## src/sv/wprlm_pkg.sv

```systemverilog
// ----------------------------------------------------------------------------
// wprlm_pkg
// shared types and constants of the windowed peak and rms level meter
// ----------------------------------------------------------------------------
package wprlm_pkg;

  localparam int unsigned FieldW    = 16;
  localparam int unsigned SumW      = 48;
  localparam int unsigned RootW     = SumW / 2;
  localparam int unsigned RemW      = RootW + 2;
  localparam int unsigned DivSteps  = SumW;
  localparam int unsigned SqrtSteps = RootW;
  localparam int unsigned CntW      = $clog2(DivSteps);
  localparam logic [FieldW-1:0] WindowReset = FieldW'(480);

  typedef logic [FieldW-1:0] field_t;

  typedef struct packed {
    logic acc;
    logic close;
    logic div_step;
    logic sqrt_start;
    logic sqrt_step;
    logic load_out;
  } cmd_t;

  typedef struct packed {
    logic window_full;
  } sts_t;

endpackage

```

## src/sv/wprlm_smp_if.sv

```systemverilog
// ----------------------------------------------------------------------------
// wprlm_smp_if
// sample channel carrying one magnitude per beat
// ----------------------------------------------------------------------------
interface wprlm_smp_if;
  logic        valid;
  logic        ready;
  logic [15:0] magnitude;

  modport source (output valid, output magnitude, input ready);
  modport sink (input valid, input magnitude, output ready);
endinterface

```

## src/sv/wprlm_res_if.sv

```systemverilog
// ----------------------------------------------------------------------------
// wprlm_res_if
// result channel carrying rms and peak levels per beat
// ----------------------------------------------------------------------------
interface wprlm_res_if;
  logic        valid;
  logic        ready;
  logic [15:0] rms_level;
  logic [15:0] peak_level;

  modport source (output valid, output rms_level, output peak_level, input ready);
  modport sink (input valid, input rms_level, input peak_level, output ready);
endinterface

```

## src/sv/wprlm_cfg_if.sv

```systemverilog
// ----------------------------------------------------------------------------
// wprlm_cfg_if
// configuration write channel for the window length
// ----------------------------------------------------------------------------
interface wprlm_cfg_if;
  logic        valid;
  logic        ready;
  logic [15:0] window_len;

  modport source (output valid, output window_len, input ready);
  modport sink (input valid, input window_len, output ready);
endinterface

```

## src/sv/windowed_peak_rms_level_meter.sv

```systemverilog
// ----------------------------------------------------------------------------
// windowed_peak_rms_level_meter
// Q1.15 magnitude stream in, one peak and rms result per measurement window
// out. While a window fills, a sample beat is taken every cycle. The beat
// after a full window closes it and is not counted; the block then stays
// busy through the one-bit-per-cycle restoring divider for sum /
// window_len, the two-bit-per-cycle integer square root, and the handoff
// into the result register with the return to idle, and longer only if an
// earlier result still waits downstream. A window length of zero closes
// on every beat with rms zero. rms saturates at 0xffff.
// ----------------------------------------------------------------------------
module windowed_peak_rms_level_meter (
  input logic  clk_i,
  input logic  rst_ni,
  wprlm_smp_if.sink   smp,
  wprlm_res_if.source res,
  wprlm_cfg_if.sink   cfg
);
  import wprlm_pkg::*;

  cmd_t cmd;
  sts_t sts;

  assign cfg.ready = 1'b1;

  wprlm_ctrl u_ctrl (
    .clk_i       (clk_i),
    .rst_ni      (rst_ni),
    .smp_valid_i (smp.valid),
    .smp_ready_o (smp.ready),
    .res_valid_o (res.valid),
    .res_ready_i (res.ready),
    .sts_i       (sts),
    .cmd_o       (cmd)
  );

  wprlm_datapath u_datapath (
    .clk_i        (clk_i),
    .rst_ni       (rst_ni),
    .cmd_i        (cmd),
    .sts_o        (sts),
    .magnitude_i  (smp.magnitude),
    .cfg_we_i     (cfg.valid && cfg.ready),
    .window_len_i (cfg.window_len),
    .rms_level_o  (res.rms_level),
    .peak_level_o (res.peak_level)
  );

`ifndef ASSERT_OFF
  a_close_busy: assert property (@(posedge clk_i) disable iff (!rst_ni)
    cmd.close |=> !smp.ready)
    else $error("sample beat taken while a window result is computed");

  a_acc_beat: assert property (@(posedge clk_i) disable iff (!rst_ni)
    cmd.acc |-> (smp.valid && smp.ready && !sts.window_full))
    else $error("accumulate without an open window beat");

  a_res_load: assert property (@(posedge clk_i) disable iff (!rst_ni)
    $rose(res.valid) |-> $past(cmd.load_out))
    else $error("result valid without a result load");
`endif

endmodule

```

## src/sv/wprlm_datapath.sv

```systemverilog
// ----------------------------------------------------------------------------
// wprlm_datapath
// accumulators, shared bit-serial divider and square root, result register
// ----------------------------------------------------------------------------
module wprlm_datapath (
  input  logic              clk_i,
  input  logic              rst_ni,
  input  wprlm_pkg::cmd_t   cmd_i,
  output wprlm_pkg::sts_t   sts_o,
  input  wprlm_pkg::field_t magnitude_i,
  input  logic              cfg_we_i,
  input  wprlm_pkg::field_t window_len_i,
  output wprlm_pkg::field_t rms_level_o,
  output wprlm_pkg::field_t peak_level_o
);
  import wprlm_pkg::*;

  field_t              win_q, win_d;
  field_t              count_q, count_d;
  field_t              peak_q, peak_d;
  logic [SumW-1:0]     sum_q, sum_d;
  logic [2*FieldW-1:0] sq_q, sq_d;
  logic                sq_vld_q, sq_vld_d;
  logic [SumW-1:0]     sh_q, sh_d;
  logic [RemW-1:0]     rem_q, rem_d;
  logic [RootW-1:0]    root_q, root_d;
  field_t              pk_hold_q, pk_hold_d;
  logic                wz_q, wz_d;
  field_t              rms_q, rms_d;
  field_t              pk_out_q, pk_out_d;

  logic [SumW-1:0]     sum_nxt;
  logic [FieldW:0]     div_sh;
  logic                div_ge;
  logic [RemW-1:0]     sq_sh;
  logic [RemW-1:0]     sq_trial;
  logic                sq_ge;

  assign sum_nxt  = sum_q + (sq_vld_q ? {{(SumW-2*FieldW){1'b0}}, sq_q} : '0);
  assign div_sh   = {rem_q[FieldW-1:0], sh_q[SumW-1]};
  assign div_ge   = div_sh >= {1'b0, win_q};
  assign sq_sh    = {rem_q[RemW-3:0], sh_q[SumW-1:SumW-2]};
  assign sq_trial = {root_q, 2'b01};
  assign sq_ge    = sq_sh >= sq_trial;

  assign sts_o.window_full = !(count_q < win_q);

  always_comb begin
    win_d     = win_q;
    count_d   = count_q;
    peak_d    = peak_q;
    sum_d     = sum_nxt;
    sq_d      = sq_q;
    sq_vld_d  = 1'b0;
    sh_d      = sh_q;
    rem_d     = rem_q;
    root_d    = root_q;
    pk_hold_d = pk_hold_q;
    wz_d      = wz_q;
    rms_d     = rms_q;
    pk_out_d  = pk_out_q;

    if (cfg_we_i) begin
      win_d = window_len_i;
    end

    if (cmd_i.acc) begin
      count_d  = count_q + FieldW'(1);
      sq_d     = (2*FieldW)'(magnitude_i) * (2*FieldW)'(magnitude_i);
      sq_vld_d = 1'b1;
      if (magnitude_i > peak_q) begin
        peak_d = magnitude_i;
      end
    end

    if (cmd_i.close) begin
      sh_d      = sum_nxt;
      sum_d     = '0;
      count_d   = '0;
      peak_d    = '0;
      pk_hold_d = peak_q;
      wz_d      = (win_q == '0);
      rem_d     = '0;
    end

    if (cmd_i.div_step) begin
      sh_d  = {sh_q[SumW-2:0], div_ge};
      rem_d = div_ge ? RemW'(div_sh - {1'b0, win_q}) : RemW'(div_sh);
    end

    if (cmd_i.sqrt_start) begin
      rem_d  = '0;
      root_d = '0;
    end

    if (cmd_i.sqrt_step) begin
      sh_d   = {sh_q[SumW-3:0], 2'b00};
      rem_d  = sq_ge ? (sq_sh - sq_trial) : sq_sh;
      root_d = {root_q[RootW-2:0], sq_ge};
    end

    if (cmd_i.load_out) begin
      pk_out_d = pk_hold_q;
      if (wz_q) begin
        rms_d = '0;
      end else if (|root_q[RootW-1:FieldW]) begin
        rms_d = '1;
      end else begin
        rms_d = root_q[FieldW-1:0];
      end
    end
  end

  always_ff @(posedge clk_i or negedge rst_ni) begin
    if (!rst_ni) begin
      win_q    <= WindowReset;
      count_q  <= '0;
      peak_q   <= '0;
      sum_q    <= '0;
      sq_vld_q <= 1'b0;
    end else begin
      win_q    <= win_d;
      count_q  <= count_d;
      peak_q   <= peak_d;
      sum_q    <= sum_d;
      sq_vld_q <= sq_vld_d;
    end
  end

  always_ff @(posedge clk_i) begin
    sq_q      <= sq_d;
    sh_q      <= sh_d;
    rem_q     <= rem_d;
    root_q    <= root_d;
    pk_hold_q <= pk_hold_d;
    wz_q      <= wz_d;
    rms_q     <= rms_d;
    pk_out_q  <= pk_out_d;
  end

  assign rms_level_o  = rms_q;
  assign peak_level_o = pk_out_q;

endmodule

```

## src/sv/wprlm_ctrl.sv

```systemverilog
// ----------------------------------------------------------------------------
// wprlm_ctrl
// sequencer for accumulate, divide, square root and result handoff
// ----------------------------------------------------------------------------
module wprlm_ctrl (
  input  logic            clk_i,
  input  logic            rst_ni,
  input  logic            smp_valid_i,
  output logic            smp_ready_o,
  output logic            res_valid_o,
  input  logic            res_ready_i,
  input  wprlm_pkg::sts_t sts_i,
  output wprlm_pkg::cmd_t cmd_o
);
  import wprlm_pkg::*;

  localparam logic [1:0] StIdle = 2'd0;
  localparam logic [1:0] StDiv  = 2'd1;
  localparam logic [1:0] StSqrt = 2'd2;
  localparam logic [1:0] StDone = 2'd3;

  logic [1:0]      state_q, state_d;
  logic [CntW-1:0] cnt_q, cnt_d;
  logic            out_vld_q, out_vld_d;

  always_comb begin
    state_d     = state_q;
    cnt_d       = cnt_q;
    cmd_o       = '0;
    smp_ready_o = 1'b0;

    unique case (state_q)
      StIdle: begin
        smp_ready_o = 1'b1;
        if (smp_valid_i) begin
          if (!sts_i.window_full) begin
            cmd_o.acc = 1'b1;
          end else begin
            cmd_o.close = 1'b1;
            cnt_d       = '0;
            state_d     = StDiv;
          end
        end
      end
      StDiv: begin
        cmd_o.div_step = 1'b1;
        cnt_d          = cnt_q + CntW'(1);
        if (cnt_q == CntW'(DivSteps - 1)) begin
          cmd_o.sqrt_start = 1'b1;
          cnt_d            = '0;
          state_d          = StSqrt;
        end
      end
      StSqrt: begin
        cmd_o.sqrt_step = 1'b1;
        cnt_d           = cnt_q + CntW'(1);
        if (cnt_q == CntW'(SqrtSteps - 1)) begin
          state_d = StDone;
        end
      end
      StDone: begin
        if (!out_vld_q || res_ready_i) begin
          cmd_o.load_out = 1'b1;
          state_d        = StIdle;
        end
      end
      default: begin
        state_d = StIdle;
      end
    endcase

    out_vld_d = out_vld_q && !res_ready_i;
    if (cmd_o.load_out) begin
      out_vld_d = 1'b1;
    end
  end

  always_ff @(posedge clk_i or negedge rst_ni) begin
    if (!rst_ni) begin
      state_q   <= StIdle;
      cnt_q     <= '0;
      out_vld_q <= 1'b0;
    end else begin
      state_q   <= state_d;
      cnt_q     <= cnt_d;
      out_vld_q <= out_vld_d;
    end
  end

  assign res_valid_o = out_vld_q;

endmodule
```

## src/flat_wrapper.sv

```systemverilog
// flat-port wrapper written by rule: the top's interface ports become plain ports
module windowed_peak_rms_level_meter_flat import wprlm_pkg::*;
  (clk_i, rst_ni, smp_valid, smp_magnitude, smp_ready, res_valid, res_rms_level, res_peak_level, res_ready, cfg_valid, cfg_window_len, cfg_ready);
  wprlm_smp_if smp_i ();
  wprlm_res_if res_i ();
  wprlm_cfg_if cfg_i ();
  input logic clk_i;
  input logic rst_ni;
  input wire logic [$bits(smp_i.valid)-1:0] smp_valid;
  input wire logic [$bits(smp_i.magnitude)-1:0] smp_magnitude;
  output wire logic [$bits(smp_i.ready)-1:0] smp_ready;
  output wire logic [$bits(res_i.valid)-1:0] res_valid;
  output wire logic [$bits(res_i.rms_level)-1:0] res_rms_level;
  output wire logic [$bits(res_i.peak_level)-1:0] res_peak_level;
  input wire logic [$bits(res_i.ready)-1:0] res_ready;
  input wire logic [$bits(cfg_i.valid)-1:0] cfg_valid;
  input wire logic [$bits(cfg_i.window_len)-1:0] cfg_window_len;
  output wire logic [$bits(cfg_i.ready)-1:0] cfg_ready;
  assign smp_i.valid = smp_valid;
  assign smp_i.magnitude = smp_magnitude;
  assign smp_ready = smp_i.ready;
  assign res_valid = res_i.valid;
  assign res_rms_level = res_i.rms_level;
  assign res_peak_level = res_i.peak_level;
  assign res_i.ready = res_ready;
  assign cfg_i.valid = cfg_valid;
  assign cfg_i.window_len = cfg_window_len;
  assign cfg_ready = cfg_i.ready;
  windowed_peak_rms_level_meter u_core (.clk_i(clk_i), .rst_ni(rst_ni), .smp(smp_i), .res(res_i), .cfg(cfg_i));
endmodule
```

## config.mk

```make
export PLATFORM = sky130hd
export DESIGN_NAME = windowed_peak_rms_level_meter_flat
export DESIGN_NICKNAME = d
export VERILOG_FILES = /design/src/sv/wprlm_pkg.sv /design/src/sv/wprlm_smp_if.sv /design/src/sv/wprlm_res_if.sv /design/src/sv/wprlm_cfg_if.sv /design/src/sv/windowed_peak_rms_level_meter.sv /design/src/sv/wprlm_datapath.sv /design/src/sv/wprlm_ctrl.sv /design/src/flat_wrapper.sv
export SDC_FILE = /design/constraint.sdc
export NUM_CORES = 1
export LEC_CHECK = 0
export BUFFER_PORTS_ARGS = -buffer_cell sky130_fd_sc_hd__clkbuf_2
export CORE_MARGIN = 2
export CORE_UTILIZATION = 30
export DETAILED_ROUTE_END_ITERATION = 8
export PLACE_DENSITY = 0.41
export SLEW_MARGIN = 20
export SYNTH_ARGS = -nofsm -noshare
export SYNTH_HDL_FRONTEND = slang
export SYNTH_SLANG_ARGS = --single-unit
export TNS_END_PERCENT = 10
```

## constraint.sdc

```tcl
create_clock -name clk_i -period 7.5 [get_ports clk_i]
set_clock_uncertainty 0.1 [all_clocks]
set_input_delay 1.5 -clock clk_i [delete_from_list [all_inputs] [get_ports clk_i]]
set_output_delay 1.5 -clock clk_i [all_outputs]
set_load 0.03 [all_outputs]
```

# After elaboration in Yosys (flattened, before gate mapping)
# Index checks and enable logic that the tools add are counted.
# totals
input_bits	37
ff_bits	283
# op_classes
reduce_logical	17
muxes	41
multipliers	1
addsub	5
eq_ne	10
n_lt_le_gt_ge	4
# op_table
operator	count
$mux W24	8
$mux W48	4
$mux W16	6
$add A48 B48 Y48	1
$mul A16 B16 Y32	1
$mux W32	1
$ge A26 B26 Y1	1
$sub A24 B24 Y24	1
$mux W6	3
$pmux W6 S3	1
$sub A17 B16 Y18	1
$ge A17 B16 Y1	1
$add A16 B1 Y16 const B	1
$gt A16 B16 Y1	1
$logic_not A16 Y1	1
$lt A16 B16 Y1	1
$mux W2	8
$ne A2 B2 Y1 const B	5
$mux W1	9
$pmux W2 S4	1
$reduce_bool A2 Y1	4
$reduce_or A8 Y1	1
$add A6 B1 Y6 const B	1
$eq A6 B5 Y1 const B	1
other kinds (12)	15

# Longest topological paths before layout
# Gate-level depths: netlist of run 1.
# depth
word_depth	8
depth_mapped	27

# Hierarchy
# Synthesis of run 1 repeated with hierarchy kept, for this count alone.
# unflattened
cells_unflattened	2355
area_unflattened_um2	23100.9
# modules_own_cells
mod	cells_per_inst	n_inst	area_each_um2
wprlm_datapath	2287	1	22456.5
wprlm_ctrl	66	1	633.1
windowed_peak_rms_level_meter	2	1	11.3

# Worst setup path after synthesis of run 1
# OpenSTA, ideal clock, no wires.
# synth_timing
path_type	input to register
start	input smp_magnitude[8]
end	register u_core.u_datapath.sq_q[28], data pin
required_ns	7.141
stages	25
arrival_ns	7.363
slack_ns	-0.222
path_buffers	1
path_cell_list	clkbuf_1 clkinv_1 nor2_1 inv_1 fa_1 inv_1 fa_1 inv_1 fa_1 inv_1 fa_1 fa_1 inv_1 fa_1 inv_1 ha_1 o21ai_0 a21oi_1 a221o_1 a21oi_4 o31ai_4 o21a_1 a21o_1 a21oi_2 xnor2_1
# synth_via
elab_chain_cells	1
# synth_rtl
item	line_no	source
start: declaration	flat_wrapper.sv:10	input wire logic [$bits(smp_i.magnitude)-1:0] smp_magnitude;
$mul A16 B16 Y32	wprlm_datapath.sv:69	sq_d = (2*FieldW)'(magnitude_i) * (2*FieldW)'(magnitude_i);
end signal: assignment	wprlm_datapath.sv:131	sq_q <= sq_d;
end: declaration	wprlm_datapath.sv:22	logic [2*FieldW-1:0] sq_q, sq_d;
# Every way passes these cells.
# A chain may end at the register's enable or synchronous reset.

# Worst setup path in the final report of run 1
# layout_timing
start	input smp_magnitude[1]
end	register u_core.u_datapath.sq_q[31], data pin
# The elaborated chain is that of the path after synthesis.

==> flow_results.org, run 1 <==
** Placed design
- Input and output buffers added on the ports amount to 70.
- Routability-driven placement finished with a final weighted congestion of 0.8571.
- Detailed Place HPWL :: 49,320 um
- DP Worst Slack :: -363.7 ps
- Instance count after placement with tap cells included :: about 3,600

** Yosys
- Synthesis handed over a netlist of 2,425 instances.
- Synthesis instantiated 90 different standard cells from the library.
- Synth Cell Area :: 0.02323 mm2
- In the synthesized netlist the async set-or-reset flop fraction comes to 0.3759.
- Post-synthesis register bit count :: 282
- Per-instance average area after synthesis :: between 9 and 10 um2
- Warnings, synthesis :: 0
- Commonest register cell after synthesis :: edfxtp_1
- Of the synthesized area, sequential elements account for 0.3410.
- The number of nets handed over by synthesis was about 2,800.
- Counting flops with a built-in enable in the synthesized netlist gives 174.

** Setup path
- STA puts the critical path data required time at about 7700 ps.
- Among cell families on the critical path, the largest total delay comes from adder cells.
- STA classifies the critical path startpoint as a primary input.
- CP Capture Type :: flip-flop
- Largest fanout of any net on the critical path :: 6
- In this design, the stage delay of the slowest critical-path cell is 530 ps.
- Data on the critical path arrives at its endpoint at 7380 ps.
- The worst setup path is of the in -> reg kind.
- The slowest stage of the critical path is the fa_1 cell.
- The most numerous cell type found on the critical path is fa_1.
- The critical path contains buffers and inverters numbering 9 combined.

** Clocking
- In this run the post-CTS setup repair buffer count came out at 0.
- Counting every sink on the clock net gives 282.
- Clock buffer count from CTS :: 38
- Clock-pin slew was measured on the worst setup and hold paths at ~60 ps.
- The clock tree synthesis step divided the H-tree into 2 levels.
- Clk root buf :: clkbuf_16
- No sink is reached through more buffers than the 3 on the longest clock path.
- Skew-Pair Late Insertion Delay :: between 500 and 600 ps
- CTS tree :: built

** GRT
- Global Route Usage Sum :: 0.1596
- Via count of the first global-routing pass :: roughly 18,000
- Entering global routing, the biggest net connects 64 pins.
- After global routing the overflow that remains totals 0.
- First-pass GRT wire length :: between 100,000 and 150,000 um
- The initial antenna violation count came to 1.

** Floorplan
- Measured along the y axis, the die boundary spans 282.3 um.
- Die Span X :: 282.3 um
- The total area inside the core boundary comes to 0.07708 mm2.
- DIE AREA :: 0.07968 mm2
- Std cell rows :: approximately 100
- For this design the top-level I/O count stands at 72.
- For this configuration, the core starts out at a cell density of 0.3014.

** Finish
- The library cell used most frequently in the layout, excluding fill and tap cells, is inv_1.
- Most used cells in the layout excluding fill and tap cells :: 336 x inv_1, 234 x nor2_1, 220 x nand2_1
- Final std cells w/o fill :: between 3,000 and 4,000
- N_diodes :: 0
- Ratio of cells with drive above 1 in the final layout :: 0.1272
- Number of nets in the layout :: 3,003
- From synthesis to final layout, the design area changed by 15.69%.

** Timing
- The worst pin sits at a relative slew slack of 0.2502.
- The final number of hold-violating endpoints came to 0.
- The max-slew violation count is 0.
- Based on the critical path, the design can be clocked at up to between 100 and 150 MHz.
- Worst Hold Slack :: 319.6 ps
- Of the available clock period, the critical path in the final layout requires 0.9577.
- For the pin with the worst max-slew slack, the measured transition is 1114 ps.
- Number of failing setup endpoints in the final timing report :: 0
- Counting I/O delays and the setup requirement, the final critical path takes 7183 ps.
- Setup repair after global routing left no endpoint under its margin.
- Final Worst Setup Slack :: approximately 320 ps

** Outcome
- Status :: completed

** Routing
- Wire length reported by the detailed router :: 62,920 um
- In the routed design, unresolved DRC markers number 0.
- Antenna-violating nets left :: 0
- Vias per Instance :: 4.767
- DRT iter0 DRCs :: 868
- Average routed wire per standard cell :: 17.17 um
- The first detailed-routing pass ran for 5 iterations.
- For this block, the via count after detailed routing is 17,470.

** Hold path
- The min-delay analysis places its worst path in the category reg -> reg.

** Job
- Across the run, the number of max-cap violations was 0.

** Power and ir drop
- The design draws between 10 and 15 mW.
- Dividing total power by cell area gives a power density of 525.2 mW/mm2.
- Across the VDD grid, the largest voltage drop is 436.9 uV.
- Lkg Pwr :: 12.64 nW
[state kept, by name (all words and copies together) (netlist names)]
register,flops
u_core.u_ctrl.cnt_q,6
u_core.u_ctrl.res_valid_o,1
u_core.u_ctrl.state_q,2
u_core.u_datapath.count_q,16
u_core.u_datapath.peak_level_o,16
u_core.u_datapath.peak_q,16
u_core.u_datapath.pk_hold_q,16
u_core.u_datapath.rem_q,24
u_core.u_datapath.rms_level_o,16
u_core.u_datapath.root_q,24
u_core.u_datapath.sh_q,48
u_core.u_datapath.sq_q,31
u_core.u_datapath.sq_vld_q,1
u_core.u_datapath.sum_q,48
u_core.u_datapath.win_q,16
u_core.u_datapath.wz_q,1
[metal layers]
metal	part of all wire	up-vias	wire [um]	GRT usage
li1	-	8599	-	-
met1	0.46	8591	28890	0.2122
met2	0.49	217	31080	0.2766
met3	0.030	64	1878	0.01933
met4	0.017	0	1062	0.03622
met5	0	-	0	0
[worst paths after layout]
kind	from	to	slack, ps	cells after the start
hold / removal	u_core.u_datapath.pk_hold_q[6]	u_core.u_datapath.peak_level_o[6]	320	0
max in group asynchronous	rst_ni	u_core.u_datapath.sum_q[3]	5050	2
setup reg to reg	u_core.u_datapath.win_q[7]	u_core.u_datapath.sh_q[2]	2950	10
hold reg to reg	u_core.u_datapath.pk_hold_q[6]	u_core.u_datapath.peak_level_o[6]	320	0
setup / recovery	smp_magnitude[1]	u_core.u_datapath.sq_q[31]	320	26
min in group asynchronous	rst_ni	u_core.u_ctrl.res_valid_o	860	1
[cells in the mapped netlist (all sizes together) (4+ instances only)]
cell | count | area, um2
inv | 338 | 1269
nor2 | 238 | 903.4
nand2 | 221 | 829.6
ha | 207 | 2590
edfxtp | 174 | 5225
fa | 164 | 3283
o21ai | 147 | 743.2
a21oi | 131 | 693.2
dfrtp | 102 | 2552
clkbuf | 65 | 244.0
xnor2 | 65 | 569.3
a21o | 61 | 460.4
mux2i | 41 | 410.4
xor2 | 40 | 350.3
and2 | 39 | 244.0
nand3 | 39 | 212.7
a31oi | 33 | 234.0
nand4 | 26 | 162.7
and3 | 25 | 157.6
buf | 20 | 108.9
nor3 | 20 | 100.1
o22ai | 18 | 112.6
nand2b | 17 | 106.4
o21a | 17 | 127.6
a22oi | 13 | 111.4
o31ai | 13 | 138.9
nor2b | 12 | 75.07
o21bai | 12 | 90.09
nor4 | 10 | 62.56
a211oi | 9 | 72.57
clkinv | 9 | 33.78
a221o | 7 | 70.07
or2 | 7 | 43.79
a211o | 6 | 52.55
o211ai | 6 | 45.04
or3 | 6 | 42.54
a21boi | 5 | 37.54
mux2 | 5 | 56.30
o32ai | 5 | 43.79
a31o | 4 | 35.03
and4 | 4 | 37.54
dfstp | 4 | 105.1
nand3b | 4 | 30.03
o221ai | 4 | 41.29
or4 | 4 | 30.03
[logic make-up (layout without fill, tap and decap cells)]
group,count (synthesis),in the layout,synth area share
and+or+nand+nor,677,677,0.1325
muxes,46,46,0.02009
buffers and inverters,433,633,0.07168
adders and majority gates,371,371,0.2528
AOI/OAI and AO/OA,510,510,0.1422
other,1,1,0.0001614
xor gates and xnor gates,105,105,0.03958
DFF,282,282,0.3410
[worst reg2reg max path, stage by stage (launching register included)]
cell	delay, ps
dfstp_2	530
inv_1	130
ha_1	330
nand4_1	110
nor2_1	150
a31oi_2	130
a31oi_4	550
nand3_2	800
inv_2	590
or2_2	190
buf_4	520
[through the flow]
stage,util,instance area (um2),setup TNS [ps]
final,0.3487,26880,0
after detailed placement,0.3332,25680,-1611
after floorplan,-,23240,0
after CTS,0.3485,26860,0
after global placement,0.3332,25680,-1307
after global routing,0.3487,26880,0
[final cells by class]
| type | count | area, um2 |
|---|---|---|
| clock buffer | 55 | 1056 |
| fill | 8014 | 50210 |
| timing repair buffer | 216 | 1461 |
| clock inverter | 15 | 125.1 |
| tap | 1040 | 1301 |
| inverter | 347 | 1308 |
| sequential | 282 | 7923 |
| multi-input combinational | 1710 | 13700 |
[repair_timing]
item                                    CTS  global route
resized for setup                         0             3
endpoints found under the setup margin    0             3
hold buffers                              0             0
[power by group]
part	internal [mW]	switching (mW)
Combinational	4.03	5.26
Sequential	2.73	0.344
Clock	1.02	0.734
Total	7.78	6.33
Power figures use the tool's default switching activity.
==> run 2, diff against run 1 <==
- CORE_UTILIZATION: 30 -> 40
- PLACE_DENSITY: 0.41 -> 0.52
==> run 2 against run 1 <==
First-iteration DRC count up 15%. Global-route usage up 3.2 points. Total power down 1.4%. Cell area decreased by 2.4%. Sequential power hardly changed. Final cell count down 8.8%.
==> flow_results.org, run 2 (same netlist as run 1, synthesis figures left out) <==
** Finish
- N_diodes :: 0 (unchanged)
- The fraction of layout instances using a drive strength above 1 came to 0.1130 (-0.01427).
- Number of nets in the layout :: 2,958 (-1.5%)
- Number of fillers in the final layout :: 5,593 (-30%)
- Area added between synthesis and finish :: 12.89%
- In the layout the commonest cells are 336 x inv_1, 235 x nor2_1, 220 x nand2_1.
- Most common cell after layout, fill and taps aside :: inv_1
- Sequential cell area in the final layout :: 0.007923 mm2 (unchanged)
- In the final layout, the registers with the most flip-flops are u_core.u_datapath.sh_q (48), u_core.u_datapath.sum_q (48), u_core.u_datapath.sq_q (31).
- The post-layout utilization of the core is 0.4554 (+0.1068).
- Final std cells w/o fill :: 3,341 (-8.8%)
- The area used by multi-input combinational logic is 0.01371 mm2 (about the same).

** Power and ir drop
- The worst IR drop on VDD came to 567.1 uV (+30%).
- The overall power after layout came to 13.91 mW (-1.4%).
- The net switching power of the design came to 6.233 mW (-1.6%).
- The fraction of power spent switching nets is 0.4481 (-0.0006765).
- Clock Power Share :: 0.128 (+0.004)
- The power per standard cell area is 530.4 mW/mm2 (+1.0%).
- The share of power burned in combinational logic was 0.651 (-0.007).
- The proportion of power drawn by flip-flops and latches is 0.221 (+0.003).
- The leakage power was 12.43 nW (-1.6%).
- Cell-internal power :: 7.677 mW (-1.3%)

** Timing
- Transition at the pin with the smallest max-transition slack :: 1043 ps (-71.92 ps)
- Minimum period implied by the final worst setup slack :: 7090 ps (-92.79 ps)
- Max Transition Viols Final :: 0 (unchanged)
- Final cycle utilization of the critical path :: 0.9454 (-0.01237)
- RSZ-0062 raised after global routing :: false
- The final number of hold-violating endpoints was 0 (unchanged).
- Relative slew slack :: 0.3042 (+0.05403)
- Achievable frequency :: 141.0 MHz (+1.3%)
- The number of failing setup endpoints in the final timing report came to 0 (unchanged).

** Setup path
- STA classifies the critical path startpoint as a primary input.
- The worst setup path is captured at a flip-flop.
- Critical setup path kind :: in -> reg
- The data arrival time of the critical path is 7280 ps (-100 ps).
- The largest fanout of any net on the critical path was 5 (-1).
- Critical path required time :: 7690 ps (about the same)

** Routing
- Antenna-violating nets left :: 0 (unchanged)
- The final routed wire length divided by cell count is 16.90 um (-1.5%).
- The post-detailed-routing wire length came to 56,470 um (-10%).
- The detailed-route vias per instance is 5.197 (+9.0%).
- The total via count after detailed routing came to 17,360 (-0.62%).
- The first-iteration detailed-routing DRC count came to 998 (+15%).
- 1st-pass router iterations :: 5 (unchanged)
- The count of unresolved DRC violations after routing is 0 (unchanged).

** GRT
- The maximum number of pins on one net before global-route repair was 76 (+19%).
- The overflow left after global routing is 0 (unchanged).
- Via count of the first global-routing pass :: 17,820 (-2.7%)
- The global-route usage over all layers came to 0.1920 (+0.03236).
- The initial antenna violation count came to 0 (-1).
- First-pass GRT wire length :: 92,750 um (-7.8%)

** Clocking
- The sink count of the clock tree is 282 (unchanged).
- Skew-Pair Late Insertion Delay :: 560 ps (about the same)
- CTS hold repair buffers :: 0 (unchanged)
- H-tree levels :: 2 (unchanged)
- The post-CTS resize count is 0 (unchanged).
- The CTS clock-pin slew for the worst setup and hold paths came to 60 ps (about the same).
- The clock tree buffer depth came to 3 (unchanged).
- The number of buffers created by CTS was 36 (-5.3%).
- Clk root buf :: clkbuf_16
- The post-CTS setup-driven buffer insertion count is 0 (unchanged).
- CTS tree :: built

** Job
- Max-cap violation count :: 0 (unchanged)

** Outcome
- The run finished with clean final reports.

** Floorplan
- The overall die area is 0.06003 mm2 (-25%).
- Ports placed on the boundary :: 72 (unchanged)
- Core ar. :: 0.05759 mm2 (-25%)
- The number of rows in the core area is 88 (-14%).
- The floorplan die width was 245 um (-13%).
- The initial cell density of the core came to 0.4034 (+0.1021).
- The vertical die dimension came to 245 um (-13%).

** Placed design
- Instance count after placement with tap cells included :: 3,275 (-8.9%)
- The final weighted congestion in routability-driven placement came to 0.8844 (+3.2%).
- Count of buffers inserted at the top-level ports :: 70 (unchanged)
- The placed wire-length estimate was 43,230 um (-12%).

** Hold path
- Min-Delay Path Class :: reg -> reg
run 2: cell count changes in the layout (fill, tap and decap cells not counted), moves of 2 or more:
cell       before  now
clkbuf_8        2    0
clkbuf_16      39   36
inv_6           2    4
clkinv_2        7    9
bufinv_16       1    5
clkbuf_1       14    7
buf_4         146  102
run 2: metrics by stage:
| step | hold WS [ps] | worst slack (ps) | instance area [um2] | TNS [ps] |
|---|---|---|---|---|
| floorplan | 300.3 | 15.70 | 23240 | 0 |
| global placement | 302.7 | -52.57 | 24990 | -109.7 |
| detailed placement | 309.3 | -121.3 | 24990 | -282.5 |
| CTS | 319.0 | 440.4 | 26170 | 0 |
| global route | 324.6 | 115.1 | 26230 | 0 |
| finish | 321.5 | 409.8 | 26230 | 0 |
run 2: final timing paths:
path | start | endpoint | slack, ps | depth (start not counted)
max | smp_magnitude[10] | u_core.u_datapath.sq_q[31] | 410 | 22
min | u_core.u_datapath.pk_hold_q[13] | u_core.u_datapath.peak_level_o[13] | 320 | 0
max reg2reg | u_core.u_datapath.win_q[5] | u_core.u_ctrl.cnt_q[5] | 3100 | 13
min reg2reg | u_core.u_datapath.pk_hold_q[13] | u_core.u_datapath.peak_level_o[13] | 320 | 0
max in group asynchronous | rst_ni | u_core.u_datapath.sum_q[30] | 5360 | 3
min in group asynchronous | rst_ni | u_core.u_datapath.count_q[8] | 830 | 1
run 2: worst max-delay path, cell delays in order:
cell and delay [ps]:
clkbuf_2 130, clkinv_1 160, nor2_1 210, fa_1 460, fa_1 500, inv_1 50
fa_1 520, fa_1 440, fa_1 520, fa_1 540, inv_1 40, ha_1 340
and3_1 210, nand3_1 110, nor3_1 270, buf_4 170, a211oi_2 80, a21oi_1 260
o21bai_1 100, a21boi_1 310, o221ai_1 200, xnor2_1 150
run 2: area by class of cell:
| class | instances | area share |
|---|---|---|
| Inverter | 347 | 0.04985 |
| Sequential cell | 282 | 0.3021 |
| Timing Repair Buffer | 173 | 0.04399 |
| Clock inverter | 21 | 0.009637 |
| Multi-Input combinational cell | 1710 | 0.5226 |
| Clock buffer | 43 | 0.03535 |
| Tap cell | 765 | 0.03650 |
run 2: power by group through the flow:
| stage | Combinational, mW | Clock (mW) | Sequential (mW) |
|---|---|---|---|
| after floorplan | 6.64 | 0 | 3.04 |
| after global placement | 8.98 | 0 | 3.09 |
| after detailed placement | 9.08 | 0 | 3.10 |
| after CTS | 9.15 | 1.84 | 3.08 |
| after global routing | 10.3 | 1.89 | 3.14 |
| final | 9.06 | 1.78 | 3.07 |
run 2: metal layers:
layer / track usage / wire length [um] / share of wire / vias to the layer above
li1: - / - / - / 8492
met1: 0.2553 / 25590 / 0.45 / 8594
met2: 0.3312 / 28180 / 0.50 / 219
met3: 0.02493 / 1656 / 0.029 / 58
met4: 0.04717 / 1049 / 0.019 / 0
met5: 0 / 0 / 0 / -
==> run 3, diff against run 2 <==
- GPL_TIMING_DRIVEN: not set -> 0
- SETUP_SLACK_MARGIN: not set -> 0.15
- SLEW_MARGIN: 20 -> not set
==> run 3 against run 2 <==
Die area unchanged. Cell area about the same. Critical path depth up 4. Sequential share of layout area about the same. Register-to-register slack better by 40 ps. Worst setup slack worse by 62 ps. Total power about the same. Largest cell class unchanged.
==> flow_results.org, run 3 (same netlist as run 1, synthesis figures left out) <==
** Power and ir drop
- The leakage power came to 12.24 nW (-1.5%).
- Power Density :: 530.4 mW/mm2 (about the same)
- The worst IR drop on VDD came to 642.3 uV (+13%).
- Total Power Consumption :: 13.91 mW (about the same)

** Timing
- The upper clock frequency limit was 139.8 MHz (-0.87%).
- The worst-case headroom to the max-slew limit came to 0.1817 (-0.1225).
- Transition at the pin with the smallest max-transition slack :: 1224 ps (+181.9 ps)
- The ratio of final minimum period to clock period was 0.9536 (+0.008273).
- The max-slew violation count came to 0 (unchanged).
- The minimum clock period came to 7152 ps (+62.04 ps).
- Final hold violation count :: 0 (unchanged)
- Setup repair after global routing left no endpoint under its margin.
- The number of failing setup endpoints in the final timing report is 0 (unchanged).

** Outcome
- The run finished with clean final reports.

** Hold path
- Worst Min Path Start :: u_core.u_datapath.pk_hold_q[1]
- Min-Delay Path Class :: reg -> reg

** Setup path
- Largest fanout of any net on the critical path :: 9 (+4)
- The total buffers and inverters traversed by the critical path is 9 (+4).
- STA classifies the critical path endpoint as a flip-flop.
- The cell family contributing the most delay on the critical path is adder cells.
- Arrival time of data at the critical path endpoint :: 7340 ps (+60 ps)
- Tracing the worst setup path back leads to its startpoint at smp_magnitude[6].
- Slowest cell on the critical path :: fa_1
- The data required time of the critical path was 7690 ps (about the same).
- Critical setup path kind :: in -> reg
- Worst Setup Start Kind :: primary input
- The highest cell delay on the worst timing path is 540 ps (about the same).
- In this run the critical register-to-register path is launched from u_core.u_datapath.win_q[8].

** Floorplan
- The number of rows in the core area is 88 (unchanged).
- The overall die area was 0.06003 mm2 (unchanged).
- The floorplan die width was 245 um (unchanged).
- The vertical die dimension came to 245 um (unchanged).
- Ports placed on the boundary :: 72 (unchanged)
- Starting utilization of the core area :: 0.4034 (unchanged)
- The area of the core came to 0.05759 mm2 (unchanged).

** GRT
- Total overflow reported by the global router :: 0 (unchanged)
- The initial antenna violation count was 0 (unchanged).
- Pin count of the biggest net entering global routing :: 96 (+26%)
- First-pass GRT wire length :: 95,800 um (+3.3%)
- The number of global-route vias before repair came to 17,840 (+0.10%).
- The global-route usage over all layers was 0.2014 (+0.009395).

** Clocking
- H-tree levels :: 2 (unchanged)
- CTS hold repair buffers :: 0 (unchanged)
- The root buffer cell chosen for the clock tree is clkbuf_16.
- Skew-Pair Late Insertion Delay :: 550 ps (about the same)
- CTS tree :: built
- Clock transition at the registers of the reported paths :: 60 ps (about the same)
- The number of buffers created by CTS was 37 (+2.8%).
- The clock tree buffer depth was 3 (unchanged).
- The sink count of the clock tree was 282 (unchanged).

** Routing
- The number of detailed-route iterations in the first pass is 5 (unchanged).
- The first-iteration detailed-routing DRC count came to 1,086 (+8.8%).
- The post-detailed-routing wire length was 59,630 um (+5.6%).
- The number of routed nets with antenna violations is 0 (unchanged).
- DRC :: 0 (unchanged)
- Vias per Instance :: 5.273 (+1.5%)
- The final routed wire length divided by cell count was 17.82 um (+5.4%).
- The total via count after detailed routing came to 17,640 (+1.6%).

** Finish
- N_diodes :: 0 (unchanged)
- The largest registers in the layout are u_core.u_datapath.sh_q (48), u_core.u_datapath.sum_q (48), u_core.u_datapath.sq_q (31).
- The fraction of layout instances using a drive strength above 1 came to 0.1046 (-0.008355).
- The number of nets at the end of the flow came to 2,961 (+0.10%).
- Most used cells in the layout excluding fill and tap cells :: 333 x inv_1, 223 x nor2_1, 220 x nand2_1
- The layout overhead on the synthesized area is 12.90% (about the same).
- Most common cell after layout, fill and taps aside :: inv_1
- The post-layout utilization of the core came to 0.4555 (about the same).

** Placed design
- The final weighted congestion in routability-driven placement was 0.8712 (-1.5%).
- The placed wire-length estimate was 46,240 um (+7.0%).
- The quantity of I/O buffers inserted on ports was 70 (unchanged).

** Job
- Max-cap violation count :: 0 (unchanged)
[run 3: changes by cell type in the layout (fill, tap and decap cells not counted), moves of 6 or more]
cell	previous run	this run
buf_4	102	28
clkbuf_1	7	59
buf_2	0	14
nor2_1	235	223
clkbuf_2	69	60
buf_6	0	8
nor2_2	2	10
clkinvlp_4	1	8
clkinv_1	10	4
[run 3: final cells by class]
cell class,count,area [um2]
Fill cell,5540,31360
Multi-Input combinational cell,1710,13790
Sequential cell,282,7923
Inverter,347,1355
Clock buffer,50,1006
Tap cell,765,957.2
Timing Repair Buffer,91,564.3
Buffer,84,495.5
Clock inverter,17,135.1
[run 3: what timing repair did]
item	4_1_cts	5_1_grt
pin swaps	1	13
buffers inserted	1	19
resized for setup	27	104
endpoints found under the setup margin	14	10
[run 3: path summary, 6_finish.rpt]
kind                       slack [ps]  cells after the start                                end
max                               350                     26         u_core.u_datapath.sq_q[28]
min                               310                      0  u_core.u_datapath.peak_level_o[1]
max reg2reg                      3140                     10        u_core.u_datapath.rem_q[19]
min reg2reg                       310                      0  u_core.u_datapath.peak_level_o[1]
max in group asynchronous        5870                      2         u_core.u_datapath.sq_vld_q
min in group asynchronous         690                      1        u_core.u_datapath.win_q[12]
[run 3: per-layer routing]
| metal | up-vias | share of wire | GRT usage |
|---|---|---|---|
| met2 | 311 | 0.49 | 0.3431 |
| met3 | 85 | 0.038 | 0.02843 |
| met1 | 8736 | 0.44 | 0.2660 |
| met5 | - | 0 | 0 |
| li1 | 8512 | - | - |
| met4 | 0 | 0.026 | 0.05954 |
[run 3: through the flow]
stage,area [um2],std cells,setup TNS [ps],hold WS (ps),setup WS (ps)
after detailed placement,24630,3261,-12880,309.3,-1127
after global placement,24590,3260,-11290,304.9,-1077
after floorplan,23290,2425,0,300.3,140.2
after CTS,25850,3327,0,319.1,141.6
after global routing,26230,3346,0,327.3,129.4
final,26230,3346,0,314.3,347.7
[run 3: where the power goes]
part	internal [mW]	switching, mW	leakage (nW)
logic	3.72	5.42	8.74
registers	2.73	0.344	2.96
clock network	0.982	0.718	0.547
